--- config.mk ---
export PLATFORM = sky130hd
export DESIGN_NAME = config_image_header_crc_checker_core_flat
export DESIGN_NICKNAME = d
export VERILOG_FILES = /design/src/hw/rtl/cicc_pkg.sv /design/src/hw/rtl/cicc_ifs.sv /design/src/hw/rtl/cicc_parser.sv /design/src/hw/rtl/config_image_header_crc_checker_core.sv /design/src/flat_wrapper.sv
export SDC_FILE = /design/constraint.sdc
export NUM_CORES = 1
export LEC_CHECK = 0
export BUFFER_PORTS_ARGS = -buffer_cell sky130_fd_sc_hd__buf_2
export CAP_MARGIN = 20
export CELL_PAD_IN_SITES_DETAIL_PLACEMENT = 1
export CELL_PAD_IN_SITES_GLOBAL_PLACEMENT = 2
export CORE_AREA = 2 2 172 174
export DETAILED_ROUTE_END_ITERATION = 16
export DIE_AREA = 0 0 174 176
export GPL_ROUTABILITY_DRIVEN = 1
export GPL_TIMING_DRIVEN = 0
export HOLD_SLACK_MARGIN = 0.1
export PLACE_DENSITY = 0.85
export SYNTH_ARGS = -nofsm -noshare
export SYNTH_HDL_FRONTEND = slang
export SYNTH_SLANG_ARGS = --single-unit
--- constraint.sdc ---
create_clock -name clk -period 8 [get_ports clk]
set_clock_uncertainty 0.05 [all_clocks]
set_input_delay 2.4 -clock clk [delete_from_list [all_inputs] [get_ports clk]]
set_output_delay 2.4 -clock clk [all_outputs]
set_load 0.02 [all_outputs]
--- src/hw/rtl/cicc_pkg.sv ---
// Package with the constants, types and CRC function of the image header checker.
package cicc_pkg;

  localparam logic [15:0] CRC_POLY      = 16'h1021;
  localparam logic [15:0] CRC_INIT      = 16'hFFFF;
  localparam logic [31:0] IMAGE_MAGIC   = 32'h0043584D;
  localparam logic [7:0]  IMAGE_VERSION = 8'h01;
  localparam logic [15:0] HEADER_BYTES  = 16'd15;
  localparam logic [15:0] POS_MAX       = 16'hFFFF;

  localparam logic [15:0] POS_MAGIC_END  = 16'd3;
  localparam logic [15:0] POS_VERSION    = 16'd4;
  localparam logic [15:0] POS_SCHEMA_END = 16'd8;
  localparam logic [15:0] POS_LEN_LO     = 16'd9;
  localparam logic [15:0] POS_LEN_HI     = 16'd10;
  localparam logic [15:0] POS_HCRC_LO    = 16'd11;
  localparam logic [15:0] POS_HCRC_HI    = 16'd12;
  localparam logic [15:0] POS_PCRC_LO    = 16'd13;
  localparam logic [15:0] POS_PCRC_HI    = 16'd14;

  typedef enum logic [1:0] {
    ST_OK          = 2'd0,
    ST_BAD_MAGIC   = 2'd1,
    ST_BAD_VERSION = 2'd2,
    ST_BAD_CRC     = 2'd3
  } status_t;

  typedef struct packed {
    status_t     status;
    logic        failed_check;
    logic [15:0] computed_crc;
    logic [15:0] payload_length;
  } result_t;

  function automatic logic [15:0] crc_byte(input logic [15:0] crc, input logic [7:0] b);
    logic [15:0] c;
    c = crc ^ {b, 8'h00};
    for (int k = 0; k < 8; k++) begin
      if (c[15]) begin
        c = {c[14:0], 1'b0} ^ CRC_POLY;
      end else begin
        c = {c[14:0], 1'b0};
      end
    end
    return c;
  endfunction

endpackage

--- src/hw/rtl/cicc_ifs.sv ---
// Interfaces for the input, result and configuration channels of the checker.
interface cicc_in_if;
  logic       valid;
  logic       ready;
  logic [7:0] data_byte;
  logic       first_byte;
  modport source (output valid, output data_byte, output first_byte, input ready);
  modport sink (input valid, input data_byte, input first_byte, output ready);
endinterface

interface cicc_out_if;
  logic                  valid;
  logic                  ready;
  logic [1:0]            status;
  logic                  failed_check;
  logic [15:0]           computed_crc;
  logic [15:0]           payload_length;
  modport source (output valid, output status, output failed_check, output computed_crc,
                  output payload_length, input ready);
  modport sink (input valid, input status, input failed_check, input computed_crc,
                input payload_length, output ready);
endinterface

interface cicc_cfg_if;
  logic        valid;
  logic        ready;
  logic [31:0] expected_schema;
  modport source (output valid, output expected_schema, input ready);
  modport sink (input valid, input expected_schema, output ready);
endinterface

--- src/hw/rtl/cicc_parser.sv ---
// Header parser, CRC engine and verdict logic for one image byte per cycle while step is high.
module cicc_parser (
  input  logic                 clk,
  input  logic                 rst_n,
  input  logic                 step,
  input  logic [7:0]           data_byte,
  input  logic                 first_byte,
  input  logic [31:0]          expected_schema,
  output logic                 res_valid,
  output cicc_pkg::result_t    res
);

  logic [15:0] pos_r, pos_nxt;
  logic [15:0] crc_r, crc_nxt;
  logic [31:0] shift_r, shift_nxt;
  logic [15:0] total_r, total_nxt;
  logic [15:0] hcrc_r, hcrc_nxt;
  logic [15:0] pcrc_r, pcrc_nxt;
  logic        verdict_r;

  logic [15:0] pos_cur, crc_cur, total_cur, hcrc_cur, pcrc_cur;
  logic [31:0] shift_cur;
  logic        idle;
  logic [15:0] crc_upd;
  logic        hit;
  cicc_pkg::status_t st;
  logic        fc;
  logic [15:0] ccrc;

  always_comb begin
    pos_cur   = first_byte ? 16'd0 : pos_r;
    crc_cur   = first_byte ? cicc_pkg::CRC_INIT : crc_r;
    shift_cur = first_byte ? 32'd0 : shift_r;
    total_cur = first_byte ? 16'd0 : total_r;
    hcrc_cur  = first_byte ? 16'd0 : hcrc_r;
    pcrc_cur  = first_byte ? 16'd0 : pcrc_r;
    idle      = first_byte ? 1'b0 : verdict_r;

    shift_nxt = {data_byte, shift_cur[31:8]};
    crc_upd   = cicc_pkg::crc_byte(crc_cur, data_byte);
    crc_nxt   = (pos_cur <= cicc_pkg::POS_LEN_HI) ? crc_upd : crc_cur;
    total_nxt = total_cur;
    hcrc_nxt  = hcrc_cur;
    pcrc_nxt  = pcrc_cur;
    hit       = 1'b0;
    st        = cicc_pkg::ST_OK;
    fc        = 1'b0;
    ccrc      = 16'd0;

    case (pos_cur)
      cicc_pkg::POS_MAGIC_END: begin
        if (shift_nxt != cicc_pkg::IMAGE_MAGIC) begin
          hit = 1'b1;
          st  = cicc_pkg::ST_BAD_MAGIC;
        end
      end
      cicc_pkg::POS_VERSION: begin
        if (data_byte != cicc_pkg::IMAGE_VERSION) begin
          hit = 1'b1;
          st  = cicc_pkg::ST_BAD_VERSION;
        end
      end
      cicc_pkg::POS_SCHEMA_END: begin
        if (shift_nxt != expected_schema) begin
          hit = 1'b1;
          st  = cicc_pkg::ST_BAD_VERSION;
        end
      end
      cicc_pkg::POS_LEN_LO: total_nxt = {8'h00, data_byte};
      cicc_pkg::POS_LEN_HI: total_nxt = {data_byte, total_cur[7:0]};
      cicc_pkg::POS_HCRC_LO: hcrc_nxt = {8'h00, data_byte};
      cicc_pkg::POS_HCRC_HI: begin
        hcrc_nxt = {data_byte, hcrc_cur[7:0]};
        if (hcrc_nxt != crc_cur) begin
          hit  = 1'b1;
          st   = cicc_pkg::ST_BAD_CRC;
          ccrc = crc_cur;
        end else if (total_cur < cicc_pkg::HEADER_BYTES) begin
          hit = 1'b1;
          st  = cicc_pkg::ST_BAD_MAGIC;
        end
        crc_nxt = cicc_pkg::CRC_INIT;
      end
      cicc_pkg::POS_PCRC_LO: pcrc_nxt = {8'h00, data_byte};
      cicc_pkg::POS_PCRC_HI: pcrc_nxt = {data_byte, pcrc_cur[7:0]};
      default: begin
        if (pos_cur >= cicc_pkg::HEADER_BYTES) begin
          crc_nxt = crc_upd;
        end
      end
    endcase

    if (!hit && pos_cur >= cicc_pkg::POS_PCRC_HI &&
        ({1'b0, pos_cur} + 17'd1) == {1'b0, total_nxt}) begin
      hit  = 1'b1;
      ccrc = crc_nxt;
      if (crc_nxt == pcrc_nxt) begin
        st = cicc_pkg::ST_OK;
      end else begin
        st = cicc_pkg::ST_BAD_CRC;
        fc = 1'b1;
      end
    end

    pos_nxt = (pos_cur == cicc_pkg::POS_MAX) ? pos_cur : pos_cur + 16'd1;

    res_valid          = step && !idle && hit;
    res.status         = st;
    res.failed_check   = fc;
    res.computed_crc   = ccrc;
    res.payload_length = (pos_cur >= cicc_pkg::POS_LEN_HI &&
                          total_nxt >= cicc_pkg::HEADER_BYTES) ?
                         total_nxt - cicc_pkg::HEADER_BYTES : 16'd0;
  end

  always_ff @(posedge clk) begin
    if (!rst_n) begin
      pos_r     <= 16'd0;
      crc_r     <= cicc_pkg::CRC_INIT;
      shift_r   <= 32'd0;
      total_r   <= 16'd0;
      hcrc_r    <= 16'd0;
      pcrc_r    <= 16'd0;
      verdict_r <= 1'b1;
    end else if (step && !idle) begin
      pos_r     <= pos_nxt;
      crc_r     <= crc_nxt;
      shift_r   <= shift_nxt;
      total_r   <= total_nxt;
      hcrc_r    <= hcrc_nxt;
      pcrc_r    <= pcrc_nxt;
      verdict_r <= hit;
    end
  end

endmodule

--- src/hw/rtl/config_image_header_crc_checker_core.sv ---
// Top level of the configuration image header and CRC checker.
// The block takes one byte of a stored configuration image per item on in_if.
// An item with first_byte set starts a new image; bytes that arrive after a
// verdict and before the next first byte are dropped without a result.
// The 15-byte header is checked for magic, version, schema id, header CRC and
// total length, and a CRC-16-CCITT runs over the payload that follows.
// At most one result item per image leaves on out_if, at the first failure or
// after the last byte of the image.
// The expected schema is written through cfg_if, which is always ready; write
// it only while no image is in flight.
// An accepted item is held in an input register, and its result is loaded into
// the output register when the parser steps on that byte, which waits while a
// result is pending and unread. The byte-wide CRC update sits between these two
// registers; the block takes one byte in every cycle unless the receiver stalls.
// When the receiver stalls, the pending result stays put and the input
// register keeps one more byte before in_if.ready drops.
// A synchronous reset empties both registers, clears the schema to zero and
// leaves the parser idle until the next first byte.
module config_image_header_crc_checker_core (
  input  logic        clk,
  input  logic        rst_n,
  cicc_in_if.sink     in_if,
  cicc_out_if.source  out_if,
  cicc_cfg_if.sink    cfg_if
);

  logic              in_valid_r;
  logic [7:0]        in_byte_r;
  logic              in_first_r;
  logic              out_valid_r;
  cicc_pkg::result_t out_data_r;
  logic [31:0]       schema_r;
  logic              advance;
  logic              res_valid;
  cicc_pkg::result_t res;

  assign advance      = in_valid_r && (!out_valid_r || out_if.ready);
  assign in_if.ready  = !in_valid_r || advance;
  assign cfg_if.ready = 1'b1;

  cicc_parser u_parser (
    .clk             (clk),
    .rst_n           (rst_n),
    .step            (advance),
    .data_byte       (in_byte_r),
    .first_byte      (in_first_r),
    .expected_schema (schema_r),
    .res_valid       (res_valid),
    .res             (res)
  );

  always_ff @(posedge clk) begin
    if (!rst_n) begin
      in_valid_r  <= 1'b0;
      out_valid_r <= 1'b0;
      schema_r    <= 32'd0;
    end else begin
      if (in_if.valid && in_if.ready) begin
        in_valid_r <= 1'b1;
      end else if (advance) begin
        in_valid_r <= 1'b0;
      end
      if (advance && res_valid) begin
        out_valid_r <= 1'b1;
      end else if (out_if.ready) begin
        out_valid_r <= 1'b0;
      end
      if (cfg_if.valid) begin
        schema_r <= cfg_if.expected_schema;
      end
    end
  end

  always_ff @(posedge clk) begin
    if (in_if.valid && in_if.ready) begin
      in_byte_r  <= in_if.data_byte;
      in_first_r <= in_if.first_byte;
    end
    if (advance && res_valid) begin
      out_data_r <= res;
    end
  end

  assign out_if.valid          = out_valid_r;
  assign out_if.status         = out_data_r.status;
  assign out_if.failed_check   = out_data_r.failed_check;
  assign out_if.computed_crc   = out_data_r.computed_crc;
  assign out_if.payload_length = out_data_r.payload_length;

endmodule
--- src/flat_wrapper.sv ---
// flat-port wrapper written by rule: the top's interface ports become plain ports
module config_image_header_crc_checker_core_flat 
  (clk, rst_n, in_if_valid, in_if_data_byte, in_if_first_byte, in_if_ready, out_if_valid, out_if_status, out_if_failed_check, out_if_computed_crc, out_if_payload_length, out_if_ready, cfg_if_valid, cfg_if_expected_schema, cfg_if_ready);
  cicc_in_if in_if_i ();
  cicc_out_if out_if_i ();
  cicc_cfg_if cfg_if_i ();
  input  logic clk;
  input  logic rst_n;
  input wire logic [$bits(in_if_i.valid)-1:0] in_if_valid;
  input wire logic [$bits(in_if_i.data_byte)-1:0] in_if_data_byte;
  input wire logic [$bits(in_if_i.first_byte)-1:0] in_if_first_byte;
  output wire logic [$bits(in_if_i.ready)-1:0] in_if_ready;
  output wire logic [$bits(out_if_i.valid)-1:0] out_if_valid;
  output wire logic [$bits(out_if_i.status)-1:0] out_if_status;
  output wire logic [$bits(out_if_i.failed_check)-1:0] out_if_failed_check;
  output wire logic [$bits(out_if_i.computed_crc)-1:0] out_if_computed_crc;
  output wire logic [$bits(out_if_i.payload_length)-1:0] out_if_payload_length;
  input wire logic [$bits(out_if_i.ready)-1:0] out_if_ready;
  input wire logic [$bits(cfg_if_i.valid)-1:0] cfg_if_valid;
  input wire logic [$bits(cfg_if_i.expected_schema)-1:0] cfg_if_expected_schema;
  output wire logic [$bits(cfg_if_i.ready)-1:0] cfg_if_ready;
  assign in_if_i.valid = in_if_valid;
  assign in_if_i.data_byte = in_if_data_byte;
  assign in_if_i.first_byte = in_if_first_byte;
  assign in_if_ready = in_if_i.ready;
  assign out_if_valid = out_if_i.valid;
  assign out_if_status = out_if_i.status;
  assign out_if_failed_check = out_if_i.failed_check;
  assign out_if_computed_crc = out_if_i.computed_crc;
  assign out_if_payload_length = out_if_i.payload_length;
  assign out_if_i.ready = out_if_ready;
  assign cfg_if_i.valid = cfg_if_valid;
  assign cfg_if_i.expected_schema = cfg_if_expected_schema;
  assign cfg_if_ready = cfg_if_i.ready;
  config_image_header_crc_checker_core u_core (.clk(clk), .rst_n(rst_n), .in_if(in_if_i), .out_if(out_if_i), .cfg_if(cfg_if_i));
endmodule
==> flow_summary_export.csv <==
group,metric,value,unit
yosys,yosys_warnings,0,
drt,dr.pass1.iters,6,
die,initial_core_util,34.7,%
drt,vias,9671,
clocking,clock_latency,450,ps
yosys,synth_edf_count,44,
cells_and_area,post-route-util,40.0,%
clocking,cts_max_path_buffers,2,
yosys,synthesis.nets,1210,
clocking,post_cts_buffers,0,
critical_path,slowest_delay,860,ps
global_route,grt_max_degree,20,
yosys,synth.avg_cell_area,8.53,µm²
global_route,grt_pass1_wl,58.1,mm
drt,via_per_inst,5.81,
yosys,synth_top_cell_area_share,26.4,%
critical_path,path_cells,"clkbuf_1 -> buf_1 -> buf_1 -> buf_1 -> nor2_1 -> nand3_1 -> nand4_1 -> a2111o_1 -> buf_2 -> a21oi_4 -> buf_16",
clocking,postCtsHoldBufs,0,
placement,place_area,0.0109,mm²
cells_and_area,area_growth,15.2,%
placement,port_buffers,81,
flow_run,maxCapViolCount,0,
die,dieArea,0.0306,mm²
global_route,grt_pass1_vias,9499,
critical_path,critPathRequiredTime,8100,ps
yosys,syn_inst,1163,
clocking,cts.repair.resized,0,
critical_path,ff2ff_setup_slack,2330,ps
min_path,hold_path_end,"u_core.u_parser.pcrc_r[7]",
timing,finalSetupTns,0,ps
cells_and_area,final_nets,1315,
critical_path,cpMostUsedCell,"buf_1",
die,core_area,0.0285,mm²
cells_and_area,n_antenna_cell,0,
critical_path,worstPathArrival,5760,ps
cells_and_area,fill_cells,3525,
critical_path,slowest_stage,"buf_1",
yosys,ys_types,74,
power_and_ir_drop,power,2180,µW
power_and_ir_drop,p_leak,0.00409,µW
run_status,outcome,"finished, final reports clean",
cells_and_area,final_area,0.0114,mm²
timing,slew_viol_final,0,
critical_path,end_kind,"flip-flop",
clocking,clock-sinks,175,
timing,fmax,177,MHz
clocking,h-tree-depth,4,
critical_path,worstSetupStartpointType,"flip-flop",
power_and_ir_drop,max-vdd-ir-drop,0.155,mV
yosys,synth_area_leaders,"dfxtp_1 26%, edfxtp_1 13%, nor2_1 7.7%",
yosys,synth_commonest_cells,"203 x nor2_1, 131 x dfxtp_1, 82 x xnor2_1",
power_and_ir_drop,power.density,191,mW/mm²
yosys,synthArstFlopShare,0,%
global_route,globalRouteOverflowTotal,0,
min_path,hp-start,"u_core.u_parser.pcrc_r[7]",
die,num_rows,62,
timing,rsz0062_at_grt,"no",
drt,wirelength,38.2,mm
placement,dp_hpwl,28.2,mm
critical_path,r2r_start,"u_core.in_first_r",
yosys,ys_seq_area_share,39.8,%
clocking,clockRootBuffer,"clkbuf_16",
die,ios,84,
yosys,yosysTopAreaCell,"dfxtp_1",
timing,fin_crit_sh,70.8,%
timing,slew-limit-headroom,24.4,%
timing,timing.final.hold_violations,0,
cells_and_area,drive_gt1_share,12.1,%
timing,layout_min_cycle_time,5670,ps
die,fp.dieH,176,µm
critical_path,critPathKind,"reg2reg",
timing,worst_slew_pin_slew,1120,ps
drt,drtAntennaViolNets,0,
yosys,synth_top_flop_cell,"dfxtp_1",
yosys,syn_area,0.00992,mm²
global_route,grt_use_met3,4.52,%
drt,wl_per_cell,23.0,µm
timing,hold-worst-slack,412,ps
global_route,gr-max-usage-layer,"met2",
min_path,hold_class,"reg2reg",
drt,drcViolationCount,0,
global_route,grt.met1_usage,32.0,%
timing,final-setup-viol-count,0,
critical_path,crit_fanout,19,
placement,place_congestion,0.933,
global_route,antenna_found_initial,0,
critical_path,ff2ff_path_depth,11,
yosys,yosys.cell_count.top_type,"nor2_1",
clocking,numCtsBuffers,17,
clocking,clk_pin_slew,80,ps
die,die_width,174,µm
global_route,met2_usage,41.4,%
min_path,hold-path-cell-count,2,
yosys,ys_ff_latch,175,
clocking,tritoncts,"built",
global_route,grt_use_total,24.9,%
critical_path,r2r-end,"u_core.out_if.computed_crc[12]",
drt,first_iter_violations,589,
==> where the power goes <==
part | internal [µW] | switching [µW] | leakage (µW)
Clock | 436 | 391 | 0.000281
Sequential | 932 | 31.8 | 0.00143
Combinational | 132 | 252 | 0.00237
==> cells in the final DEF (no fill, tap or decap), types with 34 or more instances in the layout <==
cell type  synthesis  routed
a22oi_1           38      38
buf_2             10      93
nor2_1           203     203
nand2_1           74      74
mux2i_1           40      40
a21oi_1           60      60
o21ai_0           34      34
xnor2_1           82      82
edfxtp_1          44      44
clkbuf_1          70      71
dfxtp_1          131     131
==> metal layers <==
metal | vias to the layer above | routed length [µm]
met5 | - | 0
met1 | 4810 | 16600
met4 | 0 | 1480
li1 | 4427 | -
met3 | 83 | 2430
met2 | 351 | 17800
==> metrics by stage <==
stage | setup WS [ps] | cells
after floorplan | 2820 | 1163
after global placement | 1670 | 1628
after detailed placement | 2430 | 1632
after CTS | 2410 | 1663
after global routing | 2230 | 1664
final | 2330 | 1664
==> cells by family after synthesis <==
group	share of synthesized area, %
other cells	0.0378
xor+xnor	9.72
mux	4.15
simple gates	23.7
flops	39.8
fa+ha+maj	0.126
buf+inv	4.14
compound gates	18.4
==> flip-flops by register name, indices dropped and copies added, names as in the netlist <==
| register | count |
|---|---|
| u_core.u_parser.shift_r | 24 |
| u_core.out_if.payload_length | 16 |
| u_core.in_first_r | 1 |
| u_core.u_parser.verdict_r | 1 |
| u_core.in_byte_r | 8 |
| u_core.out_if.valid | 1 |
| u_core.in_valid_r | 1 |
| u_core.out_if.failed_check | 1 |
| u_core.u_parser.total_r | 16 |
| u_core.out_if.status | 2 |
| u_core.u_parser.pos_r | 16 |
| u_core.u_parser.pcrc_r | 16 |
| u_core.u_parser.crc_r | 16 |
| u_core.schema_r | 32 |
| u_core.u_parser.hcrc_r | 8 |
| u_core.out_if.computed_crc | 16 |
==> critical path, delay by kind of cell, from the launching register on <==
kind	cells	cell delay, ps
buf+inv	6	3230
compound gates	2	1140
simple gates	3	450
flops	1	450
==> worst max-delay path by stage <==
stage / start / end / slack, ps / depth (start not counted)
floorplan: out_if_ready / in_if_ready / 2820 / 2
global placement: u_core.in_first_r / u_core.out_if.computed_crc[1] / 1670 / 10
detailed placement: u_core.in_first_r / u_core.out_if.computed_crc[1] / 2430 / 11
CTS: u_core.in_first_r / u_core.out_if.computed_crc[13] / 2410 / 11
global route: u_core.in_first_r / u_core.out_if.computed_crc[12] / 2230 / 11
finish: u_core.in_first_r / u_core.out_if.computed_crc[12] / 2330 / 11
==> area by class of cell <==
class	count	area, µm²	area share, %
repair buffers	86	458	4.01
plain buffers	94	380	3.33
well taps	384	480	4.21
flip-flops and latches	175	3940	34.5
inverters	8	30.0	0.263
clock buffers	21	482	4.22
multi-input cells	886	5570	48.8
clock inverters	10	76.3	0.668
Power figures use the tool's default switching activity.
